===== config.mk =====
export PLATFORM = sky130hd
export DESIGN_NAME = gregorian_date_arithmetic_core
export DESIGN_NICKNAME = d
export VERILOG_FILES = /design/src/design/gda_pkg.sv /design/src/design/gda_serial.sv /design/src/design/gda_split.sv /design/src/design/gregorian_date_arithmetic_core.sv
export SDC_FILE = /design/constraint.sdc
export NUM_CORES = 2
export LEC_CHECK = 0
export ABC_CLOCK_PERIOD_IN_PS = 9700
export BUFFER_PORTS_ARGS = -buffer_cell sky130_fd_sc_hd__buf_2
export CORE_UTILIZATION = 45
export CTS_BUF_LIST = sky130_fd_sc_hd__clkbuf_4 sky130_fd_sc_hd__clkbuf_8 sky130_fd_sc_hd__clkbuf_16
export DETAILED_ROUTE_END_ITERATION = 8
export PLACE_DENSITY_LB_ADDON = 0.3
export SLEW_MARGIN = 20
export SYNTH_ARGS = -nofsm -noshare
export SYNTH_HDL_FRONTEND = slang
export SYNTH_SLANG_ARGS = --single-unit

===== constraint.sdc =====
create_clock -name clock -period 9.7 [get_ports clock]
set_clock_uncertainty 0.2 [all_clocks]
set_input_delay 0 -clock clock [delete_from_list [all_inputs] [get_ports clock]]
set_output_delay 0 -clock clock [all_outputs]
set_load 0.01 [all_outputs]

===== src/design/gda_pkg.sv =====
// ----------------------------------------------------------------------------
// gda_pkg
// Shared widths, calendar constants and helpers for the date arithmetic core.
// ----------------------------------------------------------------------------
`default_nettype none

package gda_pkg;

   localparam int YEAR_W = 14;
   localparam int MON_W  = 4;
   localparam int DAY_W  = 5;
   localparam int DIST_W = 22;
   localparam int DOY_W  = 9;

   localparam int MAX_YEAR_DEF    = 9999;
   localparam int OFFSET_BITS_DEF = 21;

   localparam int MONTHS     = 12;
   localparam int DAYS_YEAR  = 365;
   localparam int DAYS_4Y    = 1461;
   localparam int DAYS_100Y  = 36524;
   localparam int DAYS_400Y  = 146097;
   localparam int LAST_QUAD  = 24;   // four-year group holding the century year
   localparam int DIST_MAX   = (1 << DIST_W) - 1;

   // distance and compare results riding beside the serial-to-date stages
   typedef struct packed {
      logic              first_greater;
      logic              dates_equal;
      logic [DIST_W-1:0] day_distance;
      logic              range_error;
   } side_type;

   function automatic int yc_bits(input int max_year);
      return $clog2(max_year + 1);
   endfunction

   function automatic int ser_bits(input int max_year);
      return $clog2(366 * max_year + 32);
   endfunction

   // days in the year before the first of the month (non-leap)
   function automatic logic [DOY_W-1:0] days_before(input logic [MON_W-1:0] month);
      logic [DOY_W-1:0] d;
      unique case (month)
         4'd1:    d = 9'd0;
         4'd2:    d = 9'd31;
         4'd3:    d = 9'd59;
         4'd4:    d = 9'd90;
         4'd5:    d = 9'd120;
         4'd6:    d = 9'd151;
         4'd7:    d = 9'd181;
         4'd8:    d = 9'd212;
         4'd9:    d = 9'd243;
         4'd10:   d = 9'd273;
         4'd11:   d = 9'd304;
         4'd12:   d = 9'd334;
         default: d = 9'd0;
      endcase
      return d;
   endfunction

   function automatic logic [DOY_W-1:0] month_start(input logic [MON_W-1:0] month,
                                                    input logic leap);
      logic [DOY_W-1:0] adj;
      adj = (leap && month > MON_W'(2)) ? DOY_W'(1) : DOY_W'(0);
      return days_before(month) + adj;
   endfunction

endpackage

`default_nettype wire


===== src/design/gda_serial.sv =====
// ----------------------------------------------------------------------------
// gda_serial
// Two-stage date to serial day number (0001-01-01 is day 1).
// ----------------------------------------------------------------------------
`default_nettype none

module gda_serial
   import gda_pkg::*;
#(
   parameter int MAX_YEAR = MAX_YEAR_DEF
) (
   input  wire logic                 clock,
   input  wire logic [1:0]           stage_en,
   input  wire logic [YEAR_W-1:0]    year,
   input  wire logic [MON_W-1:0]     month,
   input  wire logic [DAY_W-1:0]     day,
   output logic [ser_bits(MAX_YEAR)-1:0] serial
);

   localparam int  YC_W  = yc_bits(MAX_YEAR);
   localparam int  SER_W = ser_bits(MAX_YEAR);
   localparam int  PR_W  = 2 * YC_W + 1;
   localparam int  K100  = YC_W + 7;
   localparam longint M100 = ((longint'(1) << K100) + 99) / 100;

   logic [YC_W-1:0]  yy_in, yy_ff, q_in, q_ff;
   logic [MON_W-1:0] mm_in, mm_ff;
   logic [DAY_W-1:0] day_ff;
   logic [PR_W-1:0]  prod;
   logic [SER_W-1:0] ser_in, ser_ff;

   // stage 1: clamp, year / 100 by reciprocal
   always_comb begin
      if (year == '0) begin
         yy_in = YC_W'(1);
      end else if (32'(year) > 32'(MAX_YEAR)) begin
         yy_in = YC_W'(MAX_YEAR);
      end else begin
         yy_in = YC_W'(year);
      end
      if (month == '0) begin
         mm_in = MON_W'(1);
      end else if (month > MON_W'(MONTHS)) begin
         mm_in = MON_W'(MONTHS);
      end else begin
         mm_in = month;
      end
      prod = PR_W'(yy_in) * PR_W'(M100);
      q_in = YC_W'(prod >> K100);
   end

   always_ff @(posedge clock) begin
      if (stage_en[0]) begin
         yy_ff  <= yy_in;
         q_ff   <= q_in;
         mm_ff  <= mm_in;
         day_ff <= day;
      end
   end

   // stage 2: 365*p + p/4 - p/100 + p/400 + month offset + day
   always_comb begin
      logic            cent;
      logic            leap;
      logic [YC_W-1:0] p, qp;
      cent = (yy_ff == YC_W'(q_ff * YC_W'(100)));
      p    = yy_ff - YC_W'(1);
      qp   = cent ? q_ff - YC_W'(1) : q_ff;
      leap = (yy_ff[1:0] == 2'b00) && (!cent || q_ff[1:0] == 2'b00);
      ser_in = SER_W'(DAYS_YEAR) * SER_W'(p) + SER_W'(p >> 2) - SER_W'(qp)
             + SER_W'(qp >> 2) + SER_W'(month_start(mm_ff, leap)) + SER_W'(day_ff);
   end

   always_ff @(posedge clock) begin
      if (stage_en[1]) begin
         ser_ff <= ser_in;
      end
   end

   assign serial = ser_ff;

endmodule

`default_nettype wire


===== src/design/gda_split.sv =====
// ----------------------------------------------------------------------------
// gda_split
// Six-stage serial day index (0-based) back to year, month and day.
// ----------------------------------------------------------------------------
`default_nettype none

module gda_split
   import gda_pkg::*;
#(
   parameter int MAX_YEAR = MAX_YEAR_DEF
) (
   input  wire logic                          clock,
   input  wire logic [5:0]                    stage_en,
   input  wire logic [ser_bits(MAX_YEAR)-1:0] day_index,
   output logic [yc_bits(MAX_YEAR)-1:0]       year,
   output logic [MON_W-1:0]                   month,
   output logic [DAY_W-1:0]                   day
);

   localparam int  YC_W   = yc_bits(MAX_YEAR);
   localparam int  SER_W  = ser_bits(MAX_YEAR);
   localparam int  Q400_W = $clog2(MAX_YEAR / 400 + 1);
   localparam int  PR_W   = 2 * SER_W + 1;
   localparam int  K400   = SER_W + 18;
   localparam longint M400 = ((longint'(1) << K400) + DAYS_400Y - 1) / DAYS_400Y;
   localparam int  R400_W = 18;
   localparam int  R100_W = 16;
   localparam int  K1461  = R100_W + 11;
   localparam longint M1461 = ((longint'(1) << K1461) + DAYS_4Y - 1) / DAYS_4Y;
   localparam int  P1_W   = 2 * R100_W + 1;
   localparam int  R4_W   = 11;
   localparam int  Q4_W   = 5;

   // stage A: quotient by 400-year cycle
   logic [SER_W-1:0]  n_ff;
   logic [Q400_W-1:0] q400_ff;
   logic [PR_W-1:0]   prod400;

   assign prod400 = PR_W'(day_index) * PR_W'(M400);

   always_ff @(posedge clock) begin
      if (stage_en[0]) begin
         n_ff    <= day_index;
         q400_ff <= Q400_W'(prod400 >> K400);
      end
   end

   // stage B: remainder within the cycle
   logic [R400_W-1:0] r400_ff;
   logic [YC_W-1:0]   y400_ff;

   always_ff @(posedge clock) begin
      if (stage_en[1]) begin
         r400_ff <= R400_W'(n_ff - SER_W'(q400_ff) * SER_W'(DAYS_400Y));
         y400_ff <= YC_W'(q400_ff) * YC_W'(400);
      end
   end

   // stage C: century, the last one takes the extra day
   logic [1:0]        q100;
   logic [R100_W-1:0] r100_ff;
   logic [YC_W-1:0]   y100_ff;
   logic              cent3_ff;

   always_comb begin
      if (r400_ff >= R400_W'(3 * DAYS_100Y)) begin
         q100 = 2'd3;
      end else if (r400_ff >= R400_W'(2 * DAYS_100Y)) begin
         q100 = 2'd2;
      end else if (r400_ff >= R400_W'(DAYS_100Y)) begin
         q100 = 2'd1;
      end else begin
         q100 = 2'd0;
      end
   end

   always_ff @(posedge clock) begin
      if (stage_en[2]) begin
         r100_ff  <= R100_W'(r400_ff - R400_W'(q100) * R400_W'(DAYS_100Y));
         y100_ff  <= y400_ff + YC_W'(q100) * YC_W'(100);
         cent3_ff <= (q100 == 2'd3);
      end
   end

   // stage D: four-year group by reciprocal
   logic [P1_W-1:0]   prod1461;
   logic [Q4_W-1:0]   q4_ff;
   logic [R100_W-1:0] r100d_ff;
   logic [YC_W-1:0]   y100d_ff;
   logic              cent3d_ff;

   assign prod1461 = P1_W'(r100_ff) * P1_W'(M1461);

   always_ff @(posedge clock) begin
      if (stage_en[3]) begin
         q4_ff     <= Q4_W'(prod1461 >> K1461);
         r100d_ff  <= r100_ff;
         y100d_ff  <= y100_ff;
         cent3d_ff <= cent3_ff;
      end
   end

   // stage E: year inside the group, day of year, leap flag
   logic [R4_W-1:0]  r4;
   logic [1:0]       q1;
   logic [DOY_W-1:0] r1_ff;
   logic [YC_W-1:0]  year_e_ff;
   logic             leap_ff;

   always_comb begin
      r4 = R4_W'(r100d_ff - R100_W'(q4_ff) * R100_W'(DAYS_4Y));
      if (r4 >= R4_W'(3 * DAYS_YEAR)) begin
         q1 = 2'd3;
      end else if (r4 >= R4_W'(2 * DAYS_YEAR)) begin
         q1 = 2'd2;
      end else if (r4 >= R4_W'(DAYS_YEAR)) begin
         q1 = 2'd1;
      end else begin
         q1 = 2'd0;
      end
   end

   always_ff @(posedge clock) begin
      if (stage_en[4]) begin
         r1_ff     <= DOY_W'(r4 - R4_W'(q1) * R4_W'(DAYS_YEAR));
         year_e_ff <= y100d_ff + YC_W'({q4_ff, 2'b00}) + YC_W'(q1) + YC_W'(1);
         // century year of a group is leap only in the fourth century
         leap_ff   <= (q1 == 2'd3) && (q4_ff != Q4_W'(LAST_QUAD) || cent3d_ff);
      end
   end

   // stage F: month search over the start table
   logic [MON_W-1:0] mon;
   logic [YC_W-1:0]  year_ff;
   logic [MON_W-1:0] mon_ff;
   logic [DAY_W-1:0] day_ff;

   always_comb begin
      mon = MON_W'(1);
      for (int k = 2; k <= MONTHS; k++) begin
         if (r1_ff >= month_start(MON_W'(k), leap_ff)) begin
            mon = MON_W'(k);
         end
      end
   end

   always_ff @(posedge clock) begin
      if (stage_en[5]) begin
         year_ff <= year_e_ff;
         mon_ff  <= mon;
         day_ff  <= DAY_W'(r1_ff - month_start(mon, leap_ff) + DOY_W'(1));
      end
   end

   assign year  = year_ff;
   assign month = mon_ff;
   assign day   = day_ff;

endmodule

`default_nettype wire


===== src/design/gregorian_date_arithmetic_core.sv =====
// ----------------------------------------------------------------------------
// gregorian_date_arithmetic_core
// Date plus signed offset, day distance and compare of two Gregorian dates.
// ----------------------------------------------------------------------------
// Fully pipelined: one transfer per cycle in, one result per cycle out. The
// pipeline has nine register stages: two for the date to serial day number
// conversion (both dates in parallel), one for the offset add, saturation,
// distance and compare, and six for the serial to date conversion (400-year,
// century, four-year and year quotients, then the month search). Back
// pressure on rsp_tready stalls only the stages that are full; bubbles close
// up. Out-of-range years and months are clamped, overlong days roll into the
// next month, and a shifted date outside 0001-01-01 .. MAX_YEAR-12-31 is
// saturated with range_error set.
`default_nettype none

module gregorian_date_arithmetic_core
   import gda_pkg::*;
#(
   parameter  int MAX_YEAR    = MAX_YEAR_DEF,
   parameter  int OFFSET_BITS = OFFSET_BITS_DEF,
   localparam int REQ_W       = ((2 * (YEAR_W + MON_W + DAY_W) + OFFSET_BITS + 7) / 8) * 8,
   localparam int RSP_W       = 48
) (
   input  wire logic             clock,
   input  wire logic             reset,
   input  wire logic             req_tvalid,
   output logic                  req_tready,
   // base_year, base_month, base_day, day_offset, other_year, other_month,
   // other_day, zero fill
   input  wire logic [REQ_W-1:0] req_tdata,
   output logic                  rsp_tvalid,
   input  wire logic             rsp_tready,
   // shifted_year, shifted_month, shifted_day, range_error, day_distance,
   // dates_equal, first_greater
   output logic [RSP_W-1:0]      rsp_tdata
);

   localparam int NS     = 9;
   localparam int SIDE_N = NS - 2;
   localparam int DATE_W = YEAR_W + MON_W + DAY_W;
   localparam int OFF_LO = DATE_W;
   localparam int OTH_LO = DATE_W + OFFSET_BITS;
   localparam int YC_W   = yc_bits(MAX_YEAR);
   localparam int SER_W  = ser_bits(MAX_YEAR);
   localparam int SUM_W  = ((SER_W > OFFSET_BITS) ? SER_W : OFFSET_BITS) + 2;
   localparam int DW     = (SER_W > DIST_W) ? SER_W : DIST_W;
   localparam int LEAP_MAX = (((MAX_YEAR % 4) == 0) && ((MAX_YEAR % 100) != 0))
                             || ((MAX_YEAR % 400) == 0);
   localparam int SMAX   = 365 * MAX_YEAR + (MAX_YEAR - 1) / 4 - (MAX_YEAR - 1) / 100
                           + (MAX_YEAR - 1) / 400 + LEAP_MAX;

   // pipeline flow control
   logic [NS-1:0] vld_ff, vld_in, en;
   logic [NS:0]   rdy;

   always_comb begin
      rdy[NS] = rsp_tready;
      for (int i = NS - 1; i >= 0; i--) begin
         rdy[i] = !vld_ff[i] || rdy[i+1];
      end
      en        = rdy[NS-1:0];
      vld_in[0] = req_tvalid;
      for (int i = 1; i < NS; i++) begin
         vld_in[i] = vld_ff[i-1];
      end
   end

   always_ff @(posedge clock) begin
      if (reset) begin
         vld_ff <= '0;
      end else begin
         for (int i = 0; i < NS; i++) begin
            if (en[i]) begin
               vld_ff[i] <= vld_in[i];
            end
         end
      end
   end

   assign req_tready = rdy[0];
   assign rsp_tvalid = vld_ff[NS-1];

   // date to serial, both dates
   logic [SER_W-1:0] ser_a, ser_b;

   gda_serial #(.MAX_YEAR(MAX_YEAR)) u_serial_a (
      .clock    (clock),
      .stage_en (en[1:0]),
      .year     (req_tdata[YEAR_W-1:0]),
      .month    (req_tdata[YEAR_W+MON_W-1:YEAR_W]),
      .day      (req_tdata[DATE_W-1:YEAR_W+MON_W]),
      .serial   (ser_a)
   );

   gda_serial #(.MAX_YEAR(MAX_YEAR)) u_serial_b (
      .clock    (clock),
      .stage_en (en[1:0]),
      .year     (req_tdata[OTH_LO+YEAR_W-1:OTH_LO]),
      .month    (req_tdata[OTH_LO+YEAR_W+MON_W-1:OTH_LO+YEAR_W]),
      .day      (req_tdata[OTH_LO+DATE_W-1:OTH_LO+YEAR_W+MON_W]),
      .serial   (ser_b)
   );

   logic [OFFSET_BITS-1:0] off1_ff, off2_ff;

   always_ff @(posedge clock) begin
      if (en[0]) begin
         off1_ff <= req_tdata[OFF_LO+OFFSET_BITS-1:OFF_LO];
      end
      if (en[1]) begin
         off2_ff <= off1_ff;
      end
   end

   // shift, saturate, distance, compare
   logic [SER_W-1:0] idx_in, idx_ff;
   side_type         side_in;
   side_type         side_ff [SIDE_N];

   always_comb begin
      logic signed [SUM_W-1:0] sh;
      logic [DW-1:0]           dd;
      sh = $signed(SUM_W'(ser_a)) + SUM_W'($signed(off2_ff));
      side_in.range_error = 1'b1;
      if (sh < $signed(SUM_W'(1))) begin
         idx_in = '0;
      end else if (sh > $signed(SUM_W'(SMAX))) begin
         idx_in = SER_W'(SMAX - 1);
      end else begin
         idx_in              = SER_W'(sh - $signed(SUM_W'(1)));
         side_in.range_error = 1'b0;
      end
      dd = (ser_a >= ser_b) ? DW'(ser_a - ser_b) : DW'(ser_b - ser_a);
      side_in.day_distance  = (dd > DW'(DIST_MAX)) ? '1 : DIST_W'(dd);
      side_in.dates_equal   = (ser_a == ser_b);
      side_in.first_greater = (ser_a > ser_b);
   end

   always_ff @(posedge clock) begin
      if (en[2]) begin
         idx_ff     <= idx_in;
         side_ff[0] <= side_in;
      end
      for (int k = 1; k < SIDE_N; k++) begin
         if (en[2+k]) begin
            side_ff[k] <= side_ff[k-1];
         end
      end
   end

   // serial back to date
   logic [YC_W-1:0]  sh_year;
   logic [MON_W-1:0] sh_month;
   logic [DAY_W-1:0] sh_day;

   gda_split #(.MAX_YEAR(MAX_YEAR)) u_split (
      .clock     (clock),
      .stage_en  (en[NS-1:3]),
      .day_index (idx_ff),
      .year      (sh_year),
      .month     (sh_month),
      .day       (sh_day)
   );

   assign rsp_tdata = {side_ff[SIDE_N-1].first_greater,
                       side_ff[SIDE_N-1].dates_equal,
                       side_ff[SIDE_N-1].day_distance,
                       side_ff[SIDE_N-1].range_error,
                       sh_day, sh_month, YEAR_W'(sh_year)};

endmodule

`default_nettype wire

==> impl_results.rst <==
.. list-table::
   :header-rows: 1

   * - Metric
     - Value
   * - Adder and majority cell fraction of the synthesized area
     - 46.33%
   * - Combinational family with the most area after synthesis
     - adder cells
   * - Shortest clock period the worst path allows after layout
     - about 9.5 ns
   * - Data arrival time at the worst-slack endpoint
     - slightly below 10 ns
   * - Cells after Synth
     - 4865
   * - TritonCTS clock tree
     - yes
   * - Number of top-level design ports
     - 126
   * - Die area
     - 0.1236 mm^2
   * - Library cell contributing the largest single delay on the critical path
     - sky130_fd_sc_hd__or4_4
   * - Vias in the first global route
     - about 36000
   * - Start-to-end type of the worst setup path
     - reg2reg
   * - Inserted Clock Buffers
     - 53
   * - Post-synthesis xor/xnor area fraction
     - just under 5%
   * - Fraction of final layout cells sized beyond drive strength 1
     - 7.885%
   * - Hold violation total from the final report
     - 0
   * - Number of synthesized register bits
     - 510
   * - Post-synthesis mux area share
     - 0.5982%
   * - Ranking of synthesized cells by area
     - sky130_fd_sc_hd__edfxtp_1 27%, sky130_fd_sc_hd__fa_1 24%, sky130_fd_sc_hd__ha_1 23%, sky130_fd_sc_hd__inv_1 7.5%, sky130_fd_sc_hd__xnor2_1 3.6%
   * - Peak clock frequency supported by timing
     - 105.3 MHz
   * - Dpl hpwl
     - just over 90 mm
   * - Reg clk slew, reported paths
     - 0.07 ns
   * - Warnings from Yosys
     - 0
   * - Critical Path Start Type
     - flop
   * - Number of sinks on the clock net
     - just over 500
   * - HP Class
     - in2reg
   * - Predominant post-synthesis flop cell
     - sky130_fd_sc_hd__edfxtp_1
   * - Congestion Overflow GR
     - 0
   * - Routability-driven placement congestion ratio
     - approximately 0.91
   * - Number of maximum-capacitance constraint violations
     - 0
   * - Aggregate global-route resource usage
     - between 10% and 20%
   * - Synthesized-area fraction occupied by ao, oa, aoi and oai cells
     - around 6.7%
   * - Core area
     - approximately 0.12 mm^2
   * - DRC viols
     - 0
   * - Unique masters post-synth
     - between 80 and 90
   * - Skew-Pair Late Insertion Delay
     - 0.65 ns
   * - Outcome
     - finished, final reports clean
   * - Most used cell along the critical path
     - sky130_fd_sc_hd__fa_1
   * - Diodes inserted
     - 0
   * - Maximum number of pins on one net before global-route repair
     - 67
   * - Vias post-DR
     - roughly 34000
   * - Final standard cell utilization of the core
     - about half
   * - Aggregate routed wire length
     - around 110 mm
   * - Number of slew-limit violations in the final report
     - 0
   * - Normalized max-slew margin
     - 31.73%
   * - Number of flops mapped to enable cells by yosys
     - between 500 and 600
   * - Sequential share of the synthesized area
     - 27.68%
   * - Row count
     - ~130
   * - H-tree depth
     - 2
   * - Drt first-iter violations
     - between 1000 and 1500
   * - Initial standard-cell utilization of the core
     - a little under half
   * - Largest area contributor in the netlist
     - sky130_fd_sc_hd__edfxtp_1
   * - Vias/cell
     - roughly 5
   * - Portion of synthesized cell area occupied by the leading cell type
     - a little over a quarter
   * - Basic-gate share of the synthesized area counting and, or, nand and nor cells
     - under 10%
   * - Largest fanout of any net on the critical path
     - 4
   * - Remaining number of nets flagged by the antenna check after routing
     - 0
   * - WL per Instance
     - around 16 um
   * - Slowest stage delay, CP
     - between 0.5 and 0.6 ns
   * - Quantity of I/O buffers inserted on ports
     - 120
   * - Critical Path RT
     - 9.98 ns
   * - Netlist area before placement
     - between 0.05 and 0.06 mm^2
   * - Layout overhead on the synthesized area
     - 11.73%
   * - TritonRoute pass-1 iters
     - 5
   * - Post-synth net total
     - 6589
   * - Element type at the critical path end
     - flop
   * - Vertical die dimension
     - around 350 um
   * - Wire length of the first global-routing pass
     - roughly 180 mm
   * - Final cycle utilization of the critical path
     - between 90% and 100%
   * - Root buf cell
     - sky130_fd_sc_hd__clkbuf_16
   * - Clock Tree Buf Depth
     - 3
   * - Number of antenna violations at the first check in global routing
     - 3
   * - Actual transition at the worst max-transition pin
     - between 1 and 1.5 ns
   * - Mean post-synth cell area
     - ~11 um^2
   * - Proportion of register bits with asynchronous set or reset after synthesis
     - 0%
   * - Total number of nets in the final design
     - 6906
   * - Die width
     - 351.6 um
   * - Count of endpoints failing setup in the final report
     - 0
[flip-flops by register name, summed over array words and instances (netlist names), 16 cells and up]
name	count
idx_ff	22
u_split.r400_ff	18
u_serial_a.serial	22
side_ff	175
u_split.r100_ff	16
u_split.n_ff	18
off2_ff	21
u_serial_b.serial	22
off1_ff	21
[cell usage in the layout, fill, tap and decap left out, types with 20 or more instances in the layout]
cell,n
sky130_fd_sc_hd__inv_1,1091
sky130_fd_sc_hd__ha_1,977
sky130_fd_sc_hd__fa_1,645
sky130_fd_sc_hd__edfxtp_1,501
sky130_fd_sc_hd__xnor2_1,222
sky130_fd_sc_hd__nor2_1,172
sky130_fd_sc_hd__a21oi_1,172
sky130_fd_sc_hd__nand2_1,129
sky130_fd_sc_hd__buf_2,120
sky130_fd_sc_hd__dlygate4sd3_1,117
sky130_fd_sc_hd__o21ai_0,108
sky130_fd_sc_hd__a21o_1,83
sky130_fd_sc_hd__xor2_1,78
sky130_fd_sc_hd__buf_4,68
sky130_fd_sc_hd__clkbuf_16,53
sky130_fd_sc_hd__nor3_1,48
sky130_fd_sc_hd__nand3_1,47
sky130_fd_sc_hd__nor2b_1,43
sky130_fd_sc_hd__nand4_1,25
sky130_fd_sc_hd__mux2i_1,25
sky130_fd_sc_hd__nand2b_1,24
sky130_fd_sc_hd__and3_1,23
sky130_fd_sc_hd__a31oi_1,22
sky130_fd_sc_hd__and2_1,20
sky130_fd_sc_hd__nor4_1,20
[synthesized netlist by cell type, types with 16 or more instances]
cell type,number
sky130_fd_sc_hd__a31oi_1,23
sky130_fd_sc_hd__nand2b_1,24
sky130_fd_sc_hd__o211ai_1,16
sky130_fd_sc_hd__nor2_1,175
sky130_fd_sc_hd__a211oi_1,20
sky130_fd_sc_hd__a21o_1,83
sky130_fd_sc_hd__inv_1,1103
sky130_fd_sc_hd__o21bai_1,19
sky130_fd_sc_hd__xnor2_1,229
sky130_fd_sc_hd__fa_1,648
sky130_fd_sc_hd__nand4_1,25
sky130_fd_sc_hd__nand3_1,54
sky130_fd_sc_hd__o21a_1,19
sky130_fd_sc_hd__a21oi_1,180
sky130_fd_sc_hd__nor3_1,51
sky130_fd_sc_hd__xor2_1,78
sky130_fd_sc_hd__o21ai_0,115
sky130_fd_sc_hd__nor4_1,20
sky130_fd_sc_hd__mux2i_1,25
sky130_fd_sc_hd__nand2_1,132
sky130_fd_sc_hd__clkbuf_1,35
sky130_fd_sc_hd__and3_1,24
sky130_fd_sc_hd__ha_1,1000
sky130_fd_sc_hd__edfxtp_1,501
sky130_fd_sc_hd__and2_1,20
sky130_fd_sc_hd__nor2b_1,43
[final cells by class]
type,count,area [um^2]
Fill cell,10700,59150
Multi-Input combinational cell,3204,35920
Sequential cell,510,15220
Inverter,1104,4144
Timing Repair Buffer,309,2327
Tap cell,1612,2017
Clock buffer,59,1371
Clock inverter,39,452.9
[cells by family after synthesis]
family,Yosys count
adder cells (fa/ha/maj),1648
buffers and inverters,1151
AND/OR/NAND/NOR,641
AO/OA/AOI/OAI,576
flip-flops,510
XOR/XNOR,309
multiplexers,30
[metal layers]
metal / vias up / GRT usage, % / share of wire, %
li1: 16760 / - / -
met1: 16800 / 25.19 / 45
met2: 528 / 32.84 / 49
met3: 139 / 2.168 / 3.5
met4: 2 / 3.673 / 1.9
met5: - / 0 / 0.0062
[metrics by stage]
stage | hold WS, ns | cell area (um^2) | worst slack [ns] | setup TNS [ns] | instances
floorplan | -0.1011 | 55010 | 0.0005809 | 0 | 4865
global placement | -0.02296 | 57840 | 0.01222 | 0 | 6602
detailed placement | -0.02191 | 57840 | -0.1153 | -0.1987 | 6602
CTS | 0.002209 | 60850 | 0.0006519 | 0 | 6817
global route | 0.05368 | 61460 | -0.08607 | -0.3050 | 6837
finish | 0.03353 | 61460 | 0.2024 | 0 | 6837
[timing repair]
action / in CTS / in global routing
hold buffers: 117 / 0
resized for setup: 5 / 86
endpoints found under the hold margin: 76 / 0
setup endpoints to repair: 4 / 14
setup buffers: 0 / 20
pin swaps: 0 / 53
[critical path: cells and delay by family, from the launching register on]
family	cells	cell delay, ns
AOI/OAI and AO/OA	7	1.43
xor gates and xnor gates	3	0.33
adders and majority gates	11	4.15
buffers and inverters	7	0.65
DFF	1	0.37
and+or+nand+nor	8	2.21
[path summary, 6_finish.rpt]
| path | start | slack (ns) | to | depth (start not counted) |
|---|---|---|---|---|
| worst min register to register | side_ff[5][6]$_DFFE_PP_ | 0.21 | side_ff[6][6]$_DFFE_PP_ | 0 |
| worst min-delay path | rsp_tready | 0.03 | vld_ff[8]$_SDFFE_PP0P_ | 5 |
| worst max register to register | u_serial_b.q_ff[3]$_DFFE_PP_ | 0.20 | u_serial_b.serial[21]$_DFFE_PP_ | 36 |
| worst max-delay path | u_serial_b.q_ff[3]$_DFFE_PP_ | 0.20 | u_serial_b.serial[21]$_DFFE_PP_ | 36 |
Power is not shown: default switching activity piles up to over one toggle a cycle in this logic, so the estimate is an artifact.
